===== src/hdl/lphi_pkg.sv =====
// Shared definitions for the linear probing hash insert block.
// Holds result codes, register indexes and the configuration struct; no dependencies.
package lphi_pkg;

    localparam int CFG_W = 5;
    localparam int STEP_BITS = 4;

    localparam logic [CFG_W-1:0] MODULUS_RESET = 5'd13;
    localparam logic [CFG_W-1:0] LENGTH_RESET = 5'd15;

    localparam int REG_INDEX_W = 1;
    localparam logic [REG_INDEX_W-1:0] REG_HASH_MODULUS = 1'b0;
    localparam logic [REG_INDEX_W-1:0] REG_TABLE_LENGTH = 1'b1;

    localparam logic [1:0] ST_INSERTED = 2'd0;
    localparam logic [1:0] ST_PRESENT = 2'd1;
    localparam logic [1:0] ST_ABSENT = 2'd2;
    localparam logic [1:0] ST_FULL = 2'd3;

    typedef struct packed {
        logic [CFG_W-1:0] hash_modulus;
        logic [CFG_W-1:0] table_length;
    } cfg_t;

endpackage


===== src/hdl/lphi_ram.sv =====
// Generic single-port-write, single-port-read RAM with registered read data.
// No dependencies.
module lphi_ram #(
    parameter int WIDTH = 8,
    parameter int DEPTH = 16
) (
    input  logic                     clk,
    input  logic                     we,
    input  logic [$clog2(DEPTH)-1:0] waddr,
    input  logic [WIDTH-1:0]         wdata,
    input  logic [$clog2(DEPTH)-1:0] raddr,
    output logic [WIDTH-1:0]         rdata
);

    logic [WIDTH-1:0] mem_reg [DEPTH];
    logic [WIDTH-1:0] rdata_reg;

    always_ff @(posedge clk)
    begin
        if (we)
        begin
            mem_reg[waddr] <= wdata;
        end
        rdata_reg <= mem_reg[raddr];
    end

    assign rdata = rdata_reg;

endmodule


===== src/hdl/lphi_fifo.sv =====
// Short queue that decouples the hashing front end from the probing back end.
// No dependencies.
module lphi_fifo #(
    parameter int WIDTH = 8,
    parameter int DEPTH = 2
) (
    input  logic             clk,
    input  logic             rst_n,
    input  logic             push_valid,
    output logic             push_ready,
    input  logic [WIDTH-1:0] push_data,
    output logic             pop_valid,
    input  logic             pop_ready,
    output logic [WIDTH-1:0] pop_data
);

    localparam int PW = $clog2(DEPTH);
    localparam int CW = $clog2(DEPTH + 1);

    logic [WIDTH-1:0] entries_reg [DEPTH];
    logic [PW-1:0]    wr_ptr_reg;
    logic [PW-1:0]    rd_ptr_reg;
    logic [CW-1:0]    count_reg;
    logic             do_push;
    logic             do_pop;

    assign push_ready = (32'(count_reg) != DEPTH);
    assign pop_valid  = (count_reg != '0);
    assign pop_data   = entries_reg[rd_ptr_reg];
    assign do_push    = push_valid && push_ready;
    assign do_pop     = pop_valid && pop_ready;

    always_ff @(posedge clk or negedge rst_n)
    begin
        if (!rst_n)
        begin
            wr_ptr_reg <= '0;
            rd_ptr_reg <= '0;
            count_reg  <= '0;
        end
        else
        begin
            if (do_push)
            begin
                wr_ptr_reg <= (32'(wr_ptr_reg) == DEPTH - 1) ? '0 : wr_ptr_reg + PW'(1);
            end
            if (do_pop)
            begin
                rd_ptr_reg <= (32'(rd_ptr_reg) == DEPTH - 1) ? '0 : rd_ptr_reg + PW'(1);
            end
            if (do_push && !do_pop)
            begin
                count_reg <= count_reg + CW'(1);
            end
            else if (do_pop && !do_push)
            begin
                count_reg <= count_reg - CW'(1);
            end
        end
    end

    always_ff @(posedge clk)
    begin
        if (do_push)
        begin
            entries_reg[wr_ptr_reg] <= push_data;
        end
    end

endmodule


===== src/hdl/lphi_front.sv =====
// Front end: accepts an operation and works out its home slot with a shared
// remainder unit, four key bits a cycle. Depends on lphi_pkg.
module lphi_front #(
    parameter int KEY_WIDTH = 31,
    parameter int TABLE_DEPTH = 16
) (
    input  logic                         clk,
    input  logic                         rst_n,
    input  lphi_pkg::cfg_t               cfg,
    input  logic                         block,
    input  logic                         in_valid,
    output logic                         in_ready,
    input  logic                         in_func,
    input  logic [KEY_WIDTH-1:0]         in_key,
    output logic                         job_valid,
    input  logic                         job_ready,
    output logic                         job_func,
    output logic [KEY_WIDTH-1:0]         job_key,
    output logic [lphi_pkg::CFG_W-1:0]   job_home,
    output logic [lphi_pkg::CFG_W-1:0]   job_len
);

    localparam int LEN_W = lphi_pkg::CFG_W;
    localparam int STEP = lphi_pkg::STEP_BITS;
    localparam int KEY_PAD = ((KEY_WIDTH + STEP - 1) / STEP) * STEP;
    localparam int REM_PAD = ((LEN_W + STEP - 1) / STEP) * STEP;
    localparam int STEPS_KEY = KEY_PAD / STEP;
    localparam int STEPS_REM = REM_PAD / STEP;
    localparam int CNT_W = $clog2(STEPS_KEY + 1);

    localparam logic [1:0] F_IDLE = 2'd0;
    localparam logic [1:0] F_KEY  = 2'd1;
    localparam logic [1:0] F_REM  = 2'd2;
    localparam logic [1:0] F_PUSH = 2'd3;

    logic [1:0]           state_reg;
    logic [1:0]           state_next;
    logic [CNT_W-1:0]     cnt_reg;
    logic [KEY_PAD-1:0]   sh_reg;
    logic [LEN_W-1:0]     rem_reg;
    logic [LEN_W-1:0]     div_reg;
    logic [LEN_W-1:0]     len_reg;
    logic [KEY_WIDTH-1:0] key_reg;
    logic                 func_reg;
    logic [LEN_W-1:0]     rem_step;
    logic [LEN_W-1:0]     eff_mod;
    logic [LEN_W-1:0]     eff_len;
    logic                 accept;
    logic                 last_step;

    // zero modulus acts as one; length is held to 1..TABLE_DEPTH
    assign eff_mod = (cfg.hash_modulus == '0) ? LEN_W'(1) : cfg.hash_modulus;
    assign eff_len = (cfg.table_length == '0) ? LEN_W'(1) :
                     (32'(cfg.table_length) > TABLE_DEPTH) ? LEN_W'(TABLE_DEPTH) :
                     cfg.table_length;

    assign in_ready  = (state_reg == F_IDLE) && !block;
    assign accept    = in_valid && in_ready;
    assign last_step = (cnt_reg == CNT_W'(1));
    assign job_valid = (state_reg == F_PUSH);
    assign job_func  = func_reg;
    assign job_key   = key_reg;
    assign job_home  = rem_reg;
    assign job_len   = len_reg;

    // restoring remainder, most significant bit first
    always_comb
    begin
        logic [LEN_W:0] t;
        rem_step = rem_reg;
        for (int i = 0; i < STEP; i++)
        begin
            t = {rem_step, sh_reg[KEY_PAD-1-i]};
            if (t >= {1'b0, div_reg})
            begin
                t = t - {1'b0, div_reg};
            end
            rem_step = t[LEN_W-1:0];
        end
    end

    always_comb
    begin
        state_next = state_reg;
        unique case (state_reg)
            F_IDLE:
            begin
                if (accept)
                begin
                    state_next = F_KEY;
                end
            end
            F_KEY:
            begin
                if (last_step)
                begin
                    state_next = F_REM;
                end
            end
            F_REM:
            begin
                if (last_step)
                begin
                    state_next = F_PUSH;
                end
            end
            F_PUSH:
            begin
                if (job_ready)
                begin
                    state_next = F_IDLE;
                end
            end
            default:
            begin
                state_next = F_IDLE;
            end
        endcase
    end

    always_ff @(posedge clk or negedge rst_n)
    begin
        if (!rst_n)
        begin
            state_reg <= F_IDLE;
            cnt_reg   <= '0;
        end
        else
        begin
            state_reg <= state_next;
            if (accept)
            begin
                cnt_reg <= CNT_W'(STEPS_KEY);
            end
            else if (state_reg == F_KEY && last_step)
            begin
                cnt_reg <= CNT_W'(STEPS_REM);
            end
            else if (state_reg == F_KEY || state_reg == F_REM)
            begin
                cnt_reg <= cnt_reg - CNT_W'(1);
            end
        end
    end

    always_ff @(posedge clk)
    begin
        if (accept)
        begin
            sh_reg   <= KEY_PAD'(in_key);
            func_reg <= in_func;
            key_reg  <= in_key;
            rem_reg  <= '0;
            div_reg  <= eff_mod;
            len_reg  <= eff_len;
        end
        else if (state_reg == F_KEY && last_step)
        begin
            // reduce the first remainder once more by the table length
            sh_reg  <= KEY_PAD'(rem_step) << (KEY_PAD - REM_PAD);
            rem_reg <= '0;
            div_reg <= len_reg;
        end
        else if (state_reg == F_KEY || state_reg == F_REM)
        begin
            sh_reg  <= sh_reg << STEP;
            rem_reg <= rem_step;
        end
    end

endmodule


===== src/hdl/lphi_back.sv =====
// Back end: clears the key table after reset, probes it one slot a cycle,
// stores inserted keys and holds the result register. Depends on lphi_pkg, lphi_ram.
module lphi_back #(
    parameter int KEY_WIDTH = 31,
    parameter int TABLE_DEPTH = 16
) (
    input  logic                                 clk,
    input  logic                                 rst_n,
    input  logic                                 job_valid,
    output logic                                 job_ready,
    input  logic                                 job_func,
    input  logic [KEY_WIDTH-1:0]                 job_key,
    input  logic [lphi_pkg::CFG_W-1:0]           job_home,
    input  logic [lphi_pkg::CFG_W-1:0]           job_len,
    output logic                                 clearing,
    output logic                                 m_valid,
    input  logic                                 m_ready,
    output logic [1:0]                           m_status,
    output logic [$clog2(TABLE_DEPTH)-1:0]       m_slot,
    output logic [$clog2(TABLE_DEPTH+1)-1:0]     m_probe,
    output logic [$clog2(TABLE_DEPTH+1)-1:0]     m_entry
);

    localparam int LEN_W = lphi_pkg::CFG_W;
    localparam int AW = $clog2(TABLE_DEPTH);
    localparam int CNT_W = $clog2(TABLE_DEPTH + 1);

    localparam logic [1:0] B_CLEAR = 2'd0;
    localparam logic [1:0] B_IDLE  = 2'd1;
    localparam logic [1:0] B_PROBE = 2'd2;
    localparam logic [1:0] B_DONE  = 2'd3;

    logic [1:0]           state_reg;
    logic [1:0]           state_next;
    logic [AW-1:0]        clr_reg;
    logic [CNT_W-1:0]     stored_reg;
    logic                 m_valid_reg;
    logic [KEY_WIDTH-1:0] key_reg;
    logic                 func_reg;
    logic [AW-1:0]        home_reg;
    logic [LEN_W-1:0]     len_reg;
    logic [AW-1:0]        addr_reg;
    logic [CNT_W-1:0]     c_reg;
    logic [1:0]           res_status_reg;
    logic [AW-1:0]        res_slot_reg;
    logic [CNT_W-1:0]     res_probe_reg;
    logic [CNT_W-1:0]     res_entry_reg;
    logic [1:0]           m_status_reg;
    logic [AW-1:0]        m_slot_reg;
    logic [CNT_W-1:0]     m_probe_reg;
    logic [CNT_W-1:0]     m_entry_reg;

    logic                 ram_we;
    logic [AW-1:0]        ram_waddr;
    logic [KEY_WIDTH-1:0] ram_wdata;
    logic [AW-1:0]        ram_raddr;
    logic [KEY_WIDTH-1:0] ram_rdata;
    logic [AW-1:0]        next_addr;
    logic                 hit;
    logic                 empty;
    logic                 last;
    logic                 finish;
    logic                 do_insert;
    logic                 out_free;
    logic                 job_take;

    lphi_ram #(
        .WIDTH (KEY_WIDTH),
        .DEPTH (TABLE_DEPTH)
    ) u_store (
        .clk   (clk),
        .we    (ram_we),
        .waddr (ram_waddr),
        .wdata (ram_wdata),
        .raddr (ram_raddr),
        .rdata (ram_rdata)
    );

    // read data belongs to addr_reg; the next slot is fetched ahead of the compare
    assign hit       = (ram_rdata == key_reg);
    assign empty     = (ram_rdata == '0);
    assign last      = ((32'(c_reg) + 32'd1) == 32'(len_reg));
    assign next_addr = ((32'(addr_reg) + 32'd1) == 32'(len_reg)) ? '0 : addr_reg + AW'(1);
    assign finish    = (state_reg == B_PROBE) && (hit || empty || last);
    assign do_insert = (state_reg == B_PROBE) && !hit && empty && !func_reg;
    assign out_free  = !m_valid_reg || m_ready;
    assign job_ready = (state_reg == B_IDLE);
    assign job_take  = job_valid && job_ready;
    assign clearing  = (state_reg == B_CLEAR);

    assign ram_we    = clearing || do_insert;
    assign ram_waddr = clearing ? clr_reg : addr_reg;
    assign ram_wdata = clearing ? '0 : key_reg;
    assign ram_raddr = (state_reg == B_IDLE) ? AW'(job_home) : next_addr;

    assign m_valid  = m_valid_reg;
    assign m_status = m_status_reg;
    assign m_slot   = m_slot_reg;
    assign m_probe  = m_probe_reg;
    assign m_entry  = m_entry_reg;

    always_comb
    begin
        state_next = state_reg;
        unique case (state_reg)
            B_CLEAR:
            begin
                if (32'(clr_reg) == TABLE_DEPTH - 1)
                begin
                    state_next = B_IDLE;
                end
            end
            B_IDLE:
            begin
                if (job_valid)
                begin
                    state_next = B_PROBE;
                end
            end
            B_PROBE:
            begin
                if (finish)
                begin
                    state_next = B_DONE;
                end
            end
            B_DONE:
            begin
                if (out_free)
                begin
                    state_next = B_IDLE;
                end
            end
            default:
            begin
                state_next = B_IDLE;
            end
        endcase
    end

    always_ff @(posedge clk or negedge rst_n)
    begin
        if (!rst_n)
        begin
            state_reg   <= B_CLEAR;
            clr_reg     <= '0;
            stored_reg  <= '0;
            m_valid_reg <= 1'b0;
        end
        else
        begin
            state_reg <= state_next;
            if (clearing)
            begin
                clr_reg <= clr_reg + AW'(1);
            end
            if (do_insert)
            begin
                stored_reg <= stored_reg + CNT_W'(1);
            end
            if (state_reg == B_DONE && out_free)
            begin
                m_valid_reg <= 1'b1;
            end
            else if (m_ready)
            begin
                m_valid_reg <= 1'b0;
            end
        end
    end

    always_ff @(posedge clk)
    begin
        if (job_take)
        begin
            key_reg  <= job_key;
            func_reg <= job_func;
            home_reg <= AW'(job_home);
            len_reg  <= job_len;
            addr_reg <= AW'(job_home);
            c_reg    <= '0;
        end
        if (state_reg == B_PROBE && !finish)
        begin
            addr_reg <= next_addr;
            c_reg    <= c_reg + CNT_W'(1);
        end
        if (finish)
        begin
            if (hit)
            begin
                res_status_reg <= lphi_pkg::ST_PRESENT;
                res_slot_reg   <= addr_reg;
                res_probe_reg  <= c_reg;
                res_entry_reg  <= stored_reg;
            end
            else if (empty && func_reg)
            begin
                res_status_reg <= lphi_pkg::ST_ABSENT;
                res_slot_reg   <= addr_reg;
                res_probe_reg  <= c_reg;
                res_entry_reg  <= stored_reg;
            end
            else if (empty)
            begin
                res_status_reg <= lphi_pkg::ST_INSERTED;
                res_slot_reg   <= addr_reg;
                res_probe_reg  <= c_reg;
                res_entry_reg  <= stored_reg + CNT_W'(1);
            end
            else
            begin
                // every slot in use: report the home slot
                res_status_reg <= lphi_pkg::ST_FULL;
                res_slot_reg   <= home_reg;
                res_probe_reg  <= CNT_W'(len_reg);
                res_entry_reg  <= stored_reg;
            end
        end
        if (state_reg == B_DONE && out_free)
        begin
            m_status_reg <= res_status_reg;
            m_slot_reg   <= res_slot_reg;
            m_probe_reg  <= res_probe_reg;
            m_entry_reg  <= res_entry_reg;
        end
    end

endmodule


===== src/hdl/linear_probe_hash_insert.sv =====
// Linear probing hash table, insert and search; top level with APB registers.
// Front end: key remainder four bits a cycle, then length remainder; one item at a time.
// Back end: one table read a cycle while probing; a new item waits until the last result is registered.
// The two-entry queue between them lets the front end hash the next item during a probe.
// Reset clears control state, then a pass over all TABLE_DEPTH slots zeroes the table;
// no item is accepted during that pass. Depends on lphi_pkg, lphi_front, lphi_fifo, lphi_back.
module linear_probe_hash_insert #(
    parameter int TABLE_DEPTH = 16,
    parameter int KEY_WIDTH = 31
) (
    input  logic                                        clk,
    input  logic                                        rst_n,
    input  logic                                        psel,
    input  logic                                        penable,
    input  logic                                        pwrite,
    input  logic [lphi_pkg::REG_INDEX_W+1:0]            paddr,
    input  logic [31:0]                                 pwdata,
    output logic [31:0]                                 prdata,
    output logic                                        pready,
    input  logic                                        s_tvalid,
    output logic                                        s_tready,
    // s_tdata: key
    input  logic [((KEY_WIDTH+7)/8)*8-1:0]              s_tdata,
    // s_tuser: func
    input  logic [0:0]                                  s_tuser,
    output logic                                        m_tvalid,
    input  logic                                        m_tready,
    // m_tdata: slot, probe_count, entry_count
    output logic [((($clog2(TABLE_DEPTH)+2*$clog2(TABLE_DEPTH+1))+7)/8)*8-1:0] m_tdata,
    // m_tuser: status
    output logic [1:0]                                  m_tuser
);

    localparam int LEN_W = lphi_pkg::CFG_W;
    localparam int AW = $clog2(TABLE_DEPTH);
    localparam int CNT_W = $clog2(TABLE_DEPTH + 1);
    localparam int OUT_W = AW + 2 * CNT_W;
    localparam int OUT_TDATA_W = ((OUT_W + 7) / 8) * 8;
    localparam int JOB_W = 1 + KEY_WIDTH + 2 * LEN_W;

    logic [LEN_W-1:0]     modulus_reg;
    logic [LEN_W-1:0]     length_reg;
    lphi_pkg::cfg_t       cfg;
    logic                 cfg_write;
    logic                 clearing;

    logic                 fj_valid;
    logic                 fj_ready;
    logic                 fj_func;
    logic [KEY_WIDTH-1:0] fj_key;
    logic [LEN_W-1:0]     fj_home;
    logic [LEN_W-1:0]     fj_len;
    logic [JOB_W-1:0]     push_data;
    logic [JOB_W-1:0]     pop_data;
    logic                 bj_valid;
    logic                 bj_ready;
    logic [AW-1:0]        out_slot;
    logic [CNT_W-1:0]     out_probe;
    logic [CNT_W-1:0]     out_entry;

    assign pready    = 1'b1;
    assign cfg_write = psel && penable && pwrite && pready;

    always_ff @(posedge clk or negedge rst_n)
    begin
        if (!rst_n)
        begin
            modulus_reg <= lphi_pkg::MODULUS_RESET;
            length_reg  <= lphi_pkg::LENGTH_RESET;
        end
        else if (cfg_write)
        begin
            unique case (paddr[lphi_pkg::REG_INDEX_W+1:2])
                lphi_pkg::REG_HASH_MODULUS: modulus_reg <= pwdata[LEN_W-1:0];
                lphi_pkg::REG_TABLE_LENGTH: length_reg  <= pwdata[LEN_W-1:0];
                default: ;
            endcase
        end
    end

    always_comb
    begin
        unique case (paddr[lphi_pkg::REG_INDEX_W+1:2])
            lphi_pkg::REG_HASH_MODULUS: prdata = 32'(modulus_reg);
            lphi_pkg::REG_TABLE_LENGTH: prdata = 32'(length_reg);
            default:                    prdata = '0;
        endcase
    end

    assign cfg.hash_modulus = modulus_reg;
    assign cfg.table_length = length_reg;

    lphi_front #(
        .KEY_WIDTH   (KEY_WIDTH),
        .TABLE_DEPTH (TABLE_DEPTH)
    ) u_front (
        .clk       (clk),
        .rst_n     (rst_n),
        .cfg       (cfg),
        .block     (clearing),
        .in_valid  (s_tvalid),
        .in_ready  (s_tready),
        .in_func   (s_tuser[0]),
        .in_key    (s_tdata[KEY_WIDTH-1:0]),
        .job_valid (fj_valid),
        .job_ready (fj_ready),
        .job_func  (fj_func),
        .job_key   (fj_key),
        .job_home  (fj_home),
        .job_len   (fj_len)
    );

    assign push_data = {fj_func, fj_key, fj_home, fj_len};

    lphi_fifo #(
        .WIDTH (JOB_W),
        .DEPTH (2)
    ) u_queue (
        .clk        (clk),
        .rst_n      (rst_n),
        .push_valid (fj_valid),
        .push_ready (fj_ready),
        .push_data  (push_data),
        .pop_valid  (bj_valid),
        .pop_ready  (bj_ready),
        .pop_data   (pop_data)
    );

    lphi_back #(
        .KEY_WIDTH   (KEY_WIDTH),
        .TABLE_DEPTH (TABLE_DEPTH)
    ) u_back (
        .clk       (clk),
        .rst_n     (rst_n),
        .job_valid (bj_valid),
        .job_ready (bj_ready),
        .job_func  (pop_data[JOB_W-1]),
        .job_key   (pop_data[JOB_W-2 -: KEY_WIDTH]),
        .job_home  (pop_data[2*LEN_W-1 -: LEN_W]),
        .job_len   (pop_data[LEN_W-1:0]),
        .clearing  (clearing),
        .m_valid   (m_tvalid),
        .m_ready   (m_tready),
        .m_status  (m_tuser),
        .m_slot    (out_slot),
        .m_probe   (out_probe),
        .m_entry   (out_entry)
    );

    assign m_tdata = OUT_TDATA_W'({out_entry, out_probe, out_slot});

endmodule


===== config.mk =====
export PLATFORM = sky130hd
export DESIGN_NAME = linear_probe_hash_insert
export DESIGN_NICKNAME = d
export VERILOG_FILES = /design/src/hdl/lphi_pkg.sv /design/src/hdl/lphi_ram.sv /design/src/hdl/lphi_fifo.sv /design/src/hdl/lphi_front.sv /design/src/hdl/lphi_back.sv /design/src/hdl/linear_probe_hash_insert.sv
export SDC_FILE = /design/constraint.sdc
export NUM_CORES = 1
export LEC_CHECK = 0
export BUFFER_PORTS_ARGS = -buffer_cell sky130_fd_sc_hd__buf_4
export CORE_MARGIN = 2
export CORE_UTILIZATION = 52
export DETAILED_ROUTE_END_ITERATION = 12
export PLACE_DENSITY = 0.68
export SLEW_MARGIN = 20
export SYNTH_ARGS = -nofsm -noshare
export SYNTH_HDL_FRONTEND = slang
export SYNTH_SLANG_ARGS = --single-unit
export TNS_END_PERCENT = 50

===== constraint.sdc =====
create_clock -name clk -period 14.12 [get_ports clk]
set_clock_uncertainty 0.15 [all_clocks]
set_input_delay 0.706 -clock clk [delete_from_list [all_inputs] [get_ports clk]]
set_output_delay 0.706 -clock clk [all_outputs]
set_load 0.05 [all_outputs]

==> run_results.csv, run 1 <==
group,metric,value,unit
global_routing,first_global_vias,17453,
cts,ctsResizeCount,0,
cts,clkTransAtPathRegs,0.06,ns
die,rows,91,
cts,numCtsBuffers,80,
timing,rsz0062_at_grt,"no",
yosys,synth_top_area_frac,0.6809,
cts,clock-root-buffer,"clkbuf_16",
yosys,syn-cell-area,32330,um^2
timing,finalSetupViolCount,0,
critical_path,crit-reg2reg-launch,"u_front.div_reg[0]$_DFFE_PP_",
yosys,synthCells,2093,
timing,worst_pin_slew,1.152,ns
yosys,async_reset_ff_frac,0.03990,
cts,htree_levels,3,
detailed_routing,routed_wl,67.73,mm
layout,largest_reg_flops,496,
layout,nNetsFinal,2289,
critical_path,end_kind,"register",
yosys,yosys.area.top_type,"edfxtp_1",
placement,hpwl,38.38,mm
yosys,ys_warn_count,0,
cts,cts_tree,"done",
die,die_x,253.3,um
job,drv_cap,0,
global_routing,antenna_found_initial,0,
layout,layout_common_cells,"edfxtp_1, nand2_1, mux2i_1",
placement,gp_congestion,0.7941,
global_routing,track_usage,0.2138,
detailed_routing,first_iter_violations,1572,
critical_path,crit_start,"u_front.div_reg[0]$_DFFE_PP_",
detailed_routing,viasPerCell,5.663,
die,core_area,61600,um^2
yosys,synthTopCellsByArea,"edfxtp_1, nand2_1, mux2i_1",
min_path,min_path_type,"in2reg",
detailed_routing,drc,0,
critical_path,crit_top_cell,"inv_1",
layout,multi_input_area,8165,um^2
critical_path,slowest_stage,"a211oi_1",
global_routing,overflow,0,
global_routing,grt_pass1_wl,102.3,mm
timing,drv_slew,0,
critical_path,crit_arrival,8.62,ns
layout,area_delta_synth_final,12.09,%
die,ios,128,
layout,nFillCells,4600,
timing,slew_headroom,0.2323,
timing,finalHoldViolCount,0,
detailed_routing,routedWlPerCell,22.03,um
timing,period_minus_slack,8.416,ns
yosys,avgSynthCellArea,15.45,um^2
critical_path,crit_type,"reg2reg",
yosys,ys_seq_area_frac,0.7288,
critical_path,cp.required,14.33,ns
layout,final_common_cell,"edfxtp_1",
critical_path,critPathBufInv,4,
layout,final-seq-area,23560,um^2
yosys,synth_top_flop_cell,"edfxtp_1",
timing,fin_crit_sh,0.5961,
cts,cts_sinks,802,
cts,post_cts_buffers,0,
min_path,hold_start,"s_tdata[14]",
critical_path,slowest_delay,0.70,ns
yosys,synth_edf_count,733,
die,dieArea,64180,um^2
run_status,status,"finished, final reports clean",
yosys,synth.ff_latch_count,802,
timing,setup_tns,0,ns
yosys,synth_cell_types,67,
die,start_util,0.5248,
detailed_routing,via_count,17413,
die,die_h,253.3,um
cts,clk_latency,0.64,ns
layout,num_antenna_cells,0,
global_routing,grt_start_max_net_pins,140,
cts,cts_buffer_depth,3,
critical_path,cp_max_fo,7,
cts,hold_buffers,1,
placement,io_buffers,67,
critical_path,crit_path_start_kind,"register",
layout,drive_gt1_frac,0.1609,
critical_path,crit_family,"compound AO/OA/AOI/OAI gates",
detailed_routing,ant_nets,0,
timing,max_freq,118.8,MHz
detailed_routing,dr.pass1.iters,5,
-- layout make-up --
type,instances,share of cell area
clock buffer,105,0.05925
inverter,37,0.003833
tap,837,0.02890
clock inverter,43,0.01260
timing repair buffer,92,0.01982
multi-input combinational,1159,0.2253
sequential,802,0.6503
-- layer usage --
| layer | vias to the layer above | part of all wire | track usage |
|---|---|---|---|
| met5 | - | 0 | 0 |
| met4 | 0 | 0.025 | 0.07557 |
| met3 | 97 | 0.061 | 0.03197 |
| met2 | 572 | 0.49 | 0.3527 |
| met1 | 8742 | 0.42 | 0.2913 |
| li1 | 8002 | - | - |
-- cells in the mapped netlist (20+ instances only) --
| master | n |
|---|---|
| buf_4 | 45 |
| mux2i_1 | 99 |
| nor2b_1 | 38 |
| a221oi_1 | 61 |
| o22ai_1 | 31 |
| o21ai_0 | 21 |
| ha_1 | 38 |
| and3_1 | 21 |
| mux4_2 | 30 |
| edfxtp_1 | 733 |
| mux2_2 | 73 |
| clkbuf_1 | 50 |
| nand2_1 | 348 |
| nand3_1 | 35 |
| dfrtp_1 | 25 |
| nor2_1 | 40 |
| a21oi_1 | 90 |
| xnor2_1 | 52 |
| dfxtp_1 | 37 |
| inv_1 | 36 |
| xor2_1 | 20 |
-- worst reg2reg max path, delay by kind of cell (launching register included) --
| family | cells | cell delay (ns) |
|---|---|---|
| DFF | 1 | 0.47 |
| buffers and inverters | 4 | 0.30 |
| adders and majority gates | 5 | 1.69 |
| muxes | 3 | 1.18 |
| and+or+nand+nor | 6 | 1.37 |
| AOI/OAI and AO/OA | 13 | 3.03 |
-- kinds of logic (layout without fill, tap and decap cells) --
family          after synthesis  after routing  synth area share
other cells                   2             30         0.0002323
compound gates              256            256           0.05368
buf+inv                     160            277           0.02551
mux                         204            204           0.07791
flops                       802            802            0.7288
simple gates                553            553           0.07590
xor+xnor                     74             74           0.02075
fa+ha+maj                    42             42           0.01718
-- final timing paths --
kind,end,slack (ns),cells after the start
min,u_front.job_key[14]$_DFFE_PP_,0.11,1
min reg2reg,u_back.m_entry[2]$_DFFE_PP_,0.27,0
max,u_front.sh_reg[25]$_DFFE_PP_,5.70,31
max in group asynchronous,u_queue.rd_ptr_reg$_DFFE_PN0P_,13.02,2
min in group asynchronous,modulus_reg[4]$_DFFE_PN0P_,0.44,2
max reg2reg,u_front.sh_reg[25]$_DFFE_PP_,5.70,31
-- per-stage QoR --
step	util	setup slack, ns	hold slack [ns]	std cells	area [um^2]
after floorplan	-	6.837	0.2503	2121	32430
after global placement	0.5457	5.936	0.2568	2926	33610
after detailed placement	0.5457	5.764	0.2632	2926	33610
after CTS	0.5881	5.737	0.07315	3075	36230
after global routing	0.5883	5.145	0.08175	3075	36240
final	0.5883	5.704	0.1069	3075	36240
Power of run 1 is left out: the tool's default activity adds up to more than one toggle a clock period on the data nets, which glitch-free logic cannot reach.
==> run 2, diff against run 1 <==
--- a/config.mk
+++ b/config.mk
@@ -5,11 +5,12 @@
 export SDC_FILE = /design/constraint.sdc
 export NUM_CORES = 1
 export LEC_CHECK = 0
+export ABC_AREA = 1
 export BUFFER_PORTS_ARGS = -buffer_cell sky130_fd_sc_hd__buf_4
 export CORE_MARGIN = 2
 export CORE_UTILIZATION = 52
 export DETAILED_ROUTE_END_ITERATION = 12
-export PLACE_DENSITY = 0.68
+export PLACE_DENSITY = 0.7
 export SLEW_MARGIN = 20
 export SYNTH_ARGS = -nofsm -noshare
 export SYNTH_HDL_FRONTEND = slang
==> constraint.sdc (replaced) <==
create_clock -name clk -period 7.7 [get_ports clk]
set_clock_uncertainty 0.15 [all_clocks]
set_input_delay 0.385 -clock clk [delete_from_list [all_inputs] [get_ports clk]]
set_output_delay 0.385 -clock clk [all_outputs]
set_load 0.05 [all_outputs]
==> run_results.csv, run 2 <==
group,metric,value,unit
run_status,status,"finished, final reports clean",
layout,layout_common_cells,"nand2_1, edfxtp_1, nand3_1",
critical_path,reg2reg_to,"u_front.sh_reg[28]$_DFFE_PP_",
die,core_area,65630,um^2
global_routing,grt_start_max_net_pins,140,
yosys,synth-compound-area-share,0.02055,
timing,fin_crit_sh,0.8836,
global_routing,antenna_found_initial,0,
yosys,ys_seq_area_frac,0.6848,
die,start_util,0.5243,
placement,hpwl,44.75,mm
yosys,synth_top_flop_cell,"edfxtp_1",
yosys,synth_xor_area_frac,0.01527,
timing,max_freq,147.0,MHz
timing,worst_pin_slew,1.118,ns
global_routing,track_usage,0.2383,
yosys,async_reset_ff_frac,0.03990,
die,dieArea,68240,um^2
timing,finalSetupViolCount,0,
yosys,netlist_top_cells_count,"nand2_1, edfxtp_1, nand3_1",
timing,period_minus_slack,6.804,ns
global_routing,overflow,0,
die,die_h,261.2,um
cts,clk_latency,0.64,ns
cts,cts_tree,"done",
timing,rsz0062_at_grt,"no",
yosys,synth_top_area_frac,0.6397,
detailed_routing,ant_nets,0,
placement,gp_congestion,0.8524,
cts,cts_sinks,802,
layout,area_delta_synth_final,12.28,%
critical_path,cp_max_fo,4,
timing,slew_headroom,0.2549,
job,drv_cap,0,
detailed_routing,routedWlPerCell,19.70,um
yosys,ys_warn_count,0,
placement,io_buffers,67,
yosys,synthTopCellsByArea,"edfxtp_1, nand2_1, nand3_1",
yosys,yosys.area.top_type,"edfxtp_1",
yosys,synthSimpleGateAreaFrac,0.2044,
layout,final_common_cell,"nand2_1",
critical_path,slowest_stage,"edfxtp_1",
yosys,synth_top_family_by_area,"simple AND/OR/NAND/NOR gates",
critical_path,reg2reg_depth,38,
global_routing,first_global_vias,21636,
die,die_x,261.2,um
critical_path,timing.reg2reg.setup_slack,0.90,ns
critical_path,crit_start,"u_front.div_reg[0]$_DFFE_PP_",
yosys,synthAdderAreaFrac,0.01615,
yosys,syn-cell-area,34410,um^2
layout,drive_gt1_frac,0.08443,
critical_path,crit_arrival,7.04,ns
yosys,synthCells,3119,
critical_path,crit_top_cell,"nand2_1",
detailed_routing,via_count,22693,
min_path,min_path_type,"in2async",
cts,cts_buffer_depth,3,
yosys,synth.area.mux_share,0,
detailed_routing,drc,0,
cts,htree_levels,3,
layout,layout.cells.non_filler,4121,
layout,nNetsFinal,3313,
cts,clkTransAtPathRegs,0.06,ns
yosys,avgSynthCellArea,11.03,um^2
critical_path,crit-reg2reg-launch,"u_front.div_reg[0]$_DFFE_PP_",
timing,finalHoldViolCount,0,
layout,largest_reg_flops,496,
die,ios,128,
detailed_routing,viasPerCell,5.507,
critical_path,slowest_delay,0.47,ns
cts,clock-root-buffer,"clkbuf_16",
yosys,synth_edf_count,733,
yosys,synth_cell_types,48,
critical_path,crit_type,"reg2reg",
detailed_routing,dr.pass1.iters,6,
layout,num_antenna_cells,0,
global_routing,grt_pass1_wl,124.0,mm
placement,dp.cells,3939,
detailed_routing,routed_wl,81.17,mm
cts,numCtsBuffers,79,
critical_path,cp.required,7.93,ns
detailed_routing,first_iter_violations,2598,
yosys,synth.ff_latch_count,802,
critical_path,end_kind,"register",
timing,setup_tns,0,ns
die,rows,94,
critical_path,crit_path_start_kind,"register",
yosys,synthMostInstantiatedCell,"nand2_1",
timing,drv_slew,0,
run 2: metal layers:
| metal | share of wire | wire length (um) | GRT usage |
|---|---|---|---|
| met5 | 0 | 0 | 0 |
| met2 | 0.48 | 38940 | 0.3881 |
| met1 | 0.42 | 33770 | 0.3322 |
| met4 | 0.028 | 2266 | 0.08049 |
| met3 | 0.076 | 6193 | 0.03368 |
run 2: worst max path at each step:
stage                                    to  slack [ns]  depth (start not counted)
2_1_floorplan  u_front.sh_reg[25]$_DFFE_PP_        1.79                         39
3_3_place_gp   u_front.sh_reg[25]$_DFFE_PP_        0.84                         39
3_5_place_dp   u_front.sh_reg[28]$_DFFE_PP_        0.77                         38
4_1_cts        u_front.sh_reg[25]$_DFFE_PP_        0.75                         38
5_1_grt        u_front.sh_reg[28]$_DFFE_PP_        0.07                         38
6_report       u_front.sh_reg[28]$_DFFE_PP_        0.90                         38
run 2: final cells by class:
class	instances	area [um^2]
clock buffer	110	2206
clock inverter	32	406.6
fill	5151	27000
inverter	276	1037
multi-input combinational	1890	9126
sequential	802	23560
tap	864	1081
timing repair buffer	147	1214
run 2: timing repair:
action,in CTS,in global routing
hold buffers,39,0
buffers inserted,0,0
gates resized for setup,0,1
hold endpoints to repair,106,0
endpoints found under the setup margin,0,4
run 2: metrics by stage:
step | cell area [um^2] | setup WS [ns] | utilization | hold slack (ns)
global placement | 35610 | 0.8353 | 0.5426 | 0.2103
CTS | 38610 | 0.7545 | 0.5883 | 0.07719
finish | 38630 | 0.8964 | 0.5887 | 0.09405
detailed placement | 35610 | 0.7741 | 0.5426 | 0.2209
global route | 38630 | 0.07490 | 0.5887 | 0.1430
floorplan | 34510 | 1.791 | - | -0.06059
run 2: worst max-delay path: cells and delay by family (launching register included):
family / cells / cell delay (ns)
buffers and inverters: 8 / 0.53
flip-flops: 1 / 0.47
AO/OA/AOI/OAI: 6 / 1.55
AND/OR/NAND/NOR: 19 / 2.23
adder cells (fa/ha/maj): 5 / 1.62
run 2: cells by family (layout without fill, tap and decap cells):
| group | Yosys count | in the layout |
|---|---|---|
| AO/OA/AOI/OAI | 111 | 111 |
| adder cells (fa/ha/maj) | 42 | 42 |
| AND/OR/NAND/NOR | 1647 | 1647 |
| flip-flops | 802 | 802 |
| other | 2 | 30 |
| XOR/XNOR | 60 | 60 |
| buffers and inverters | 455 | 565 |
Power of run 2 is left out for the same reason.
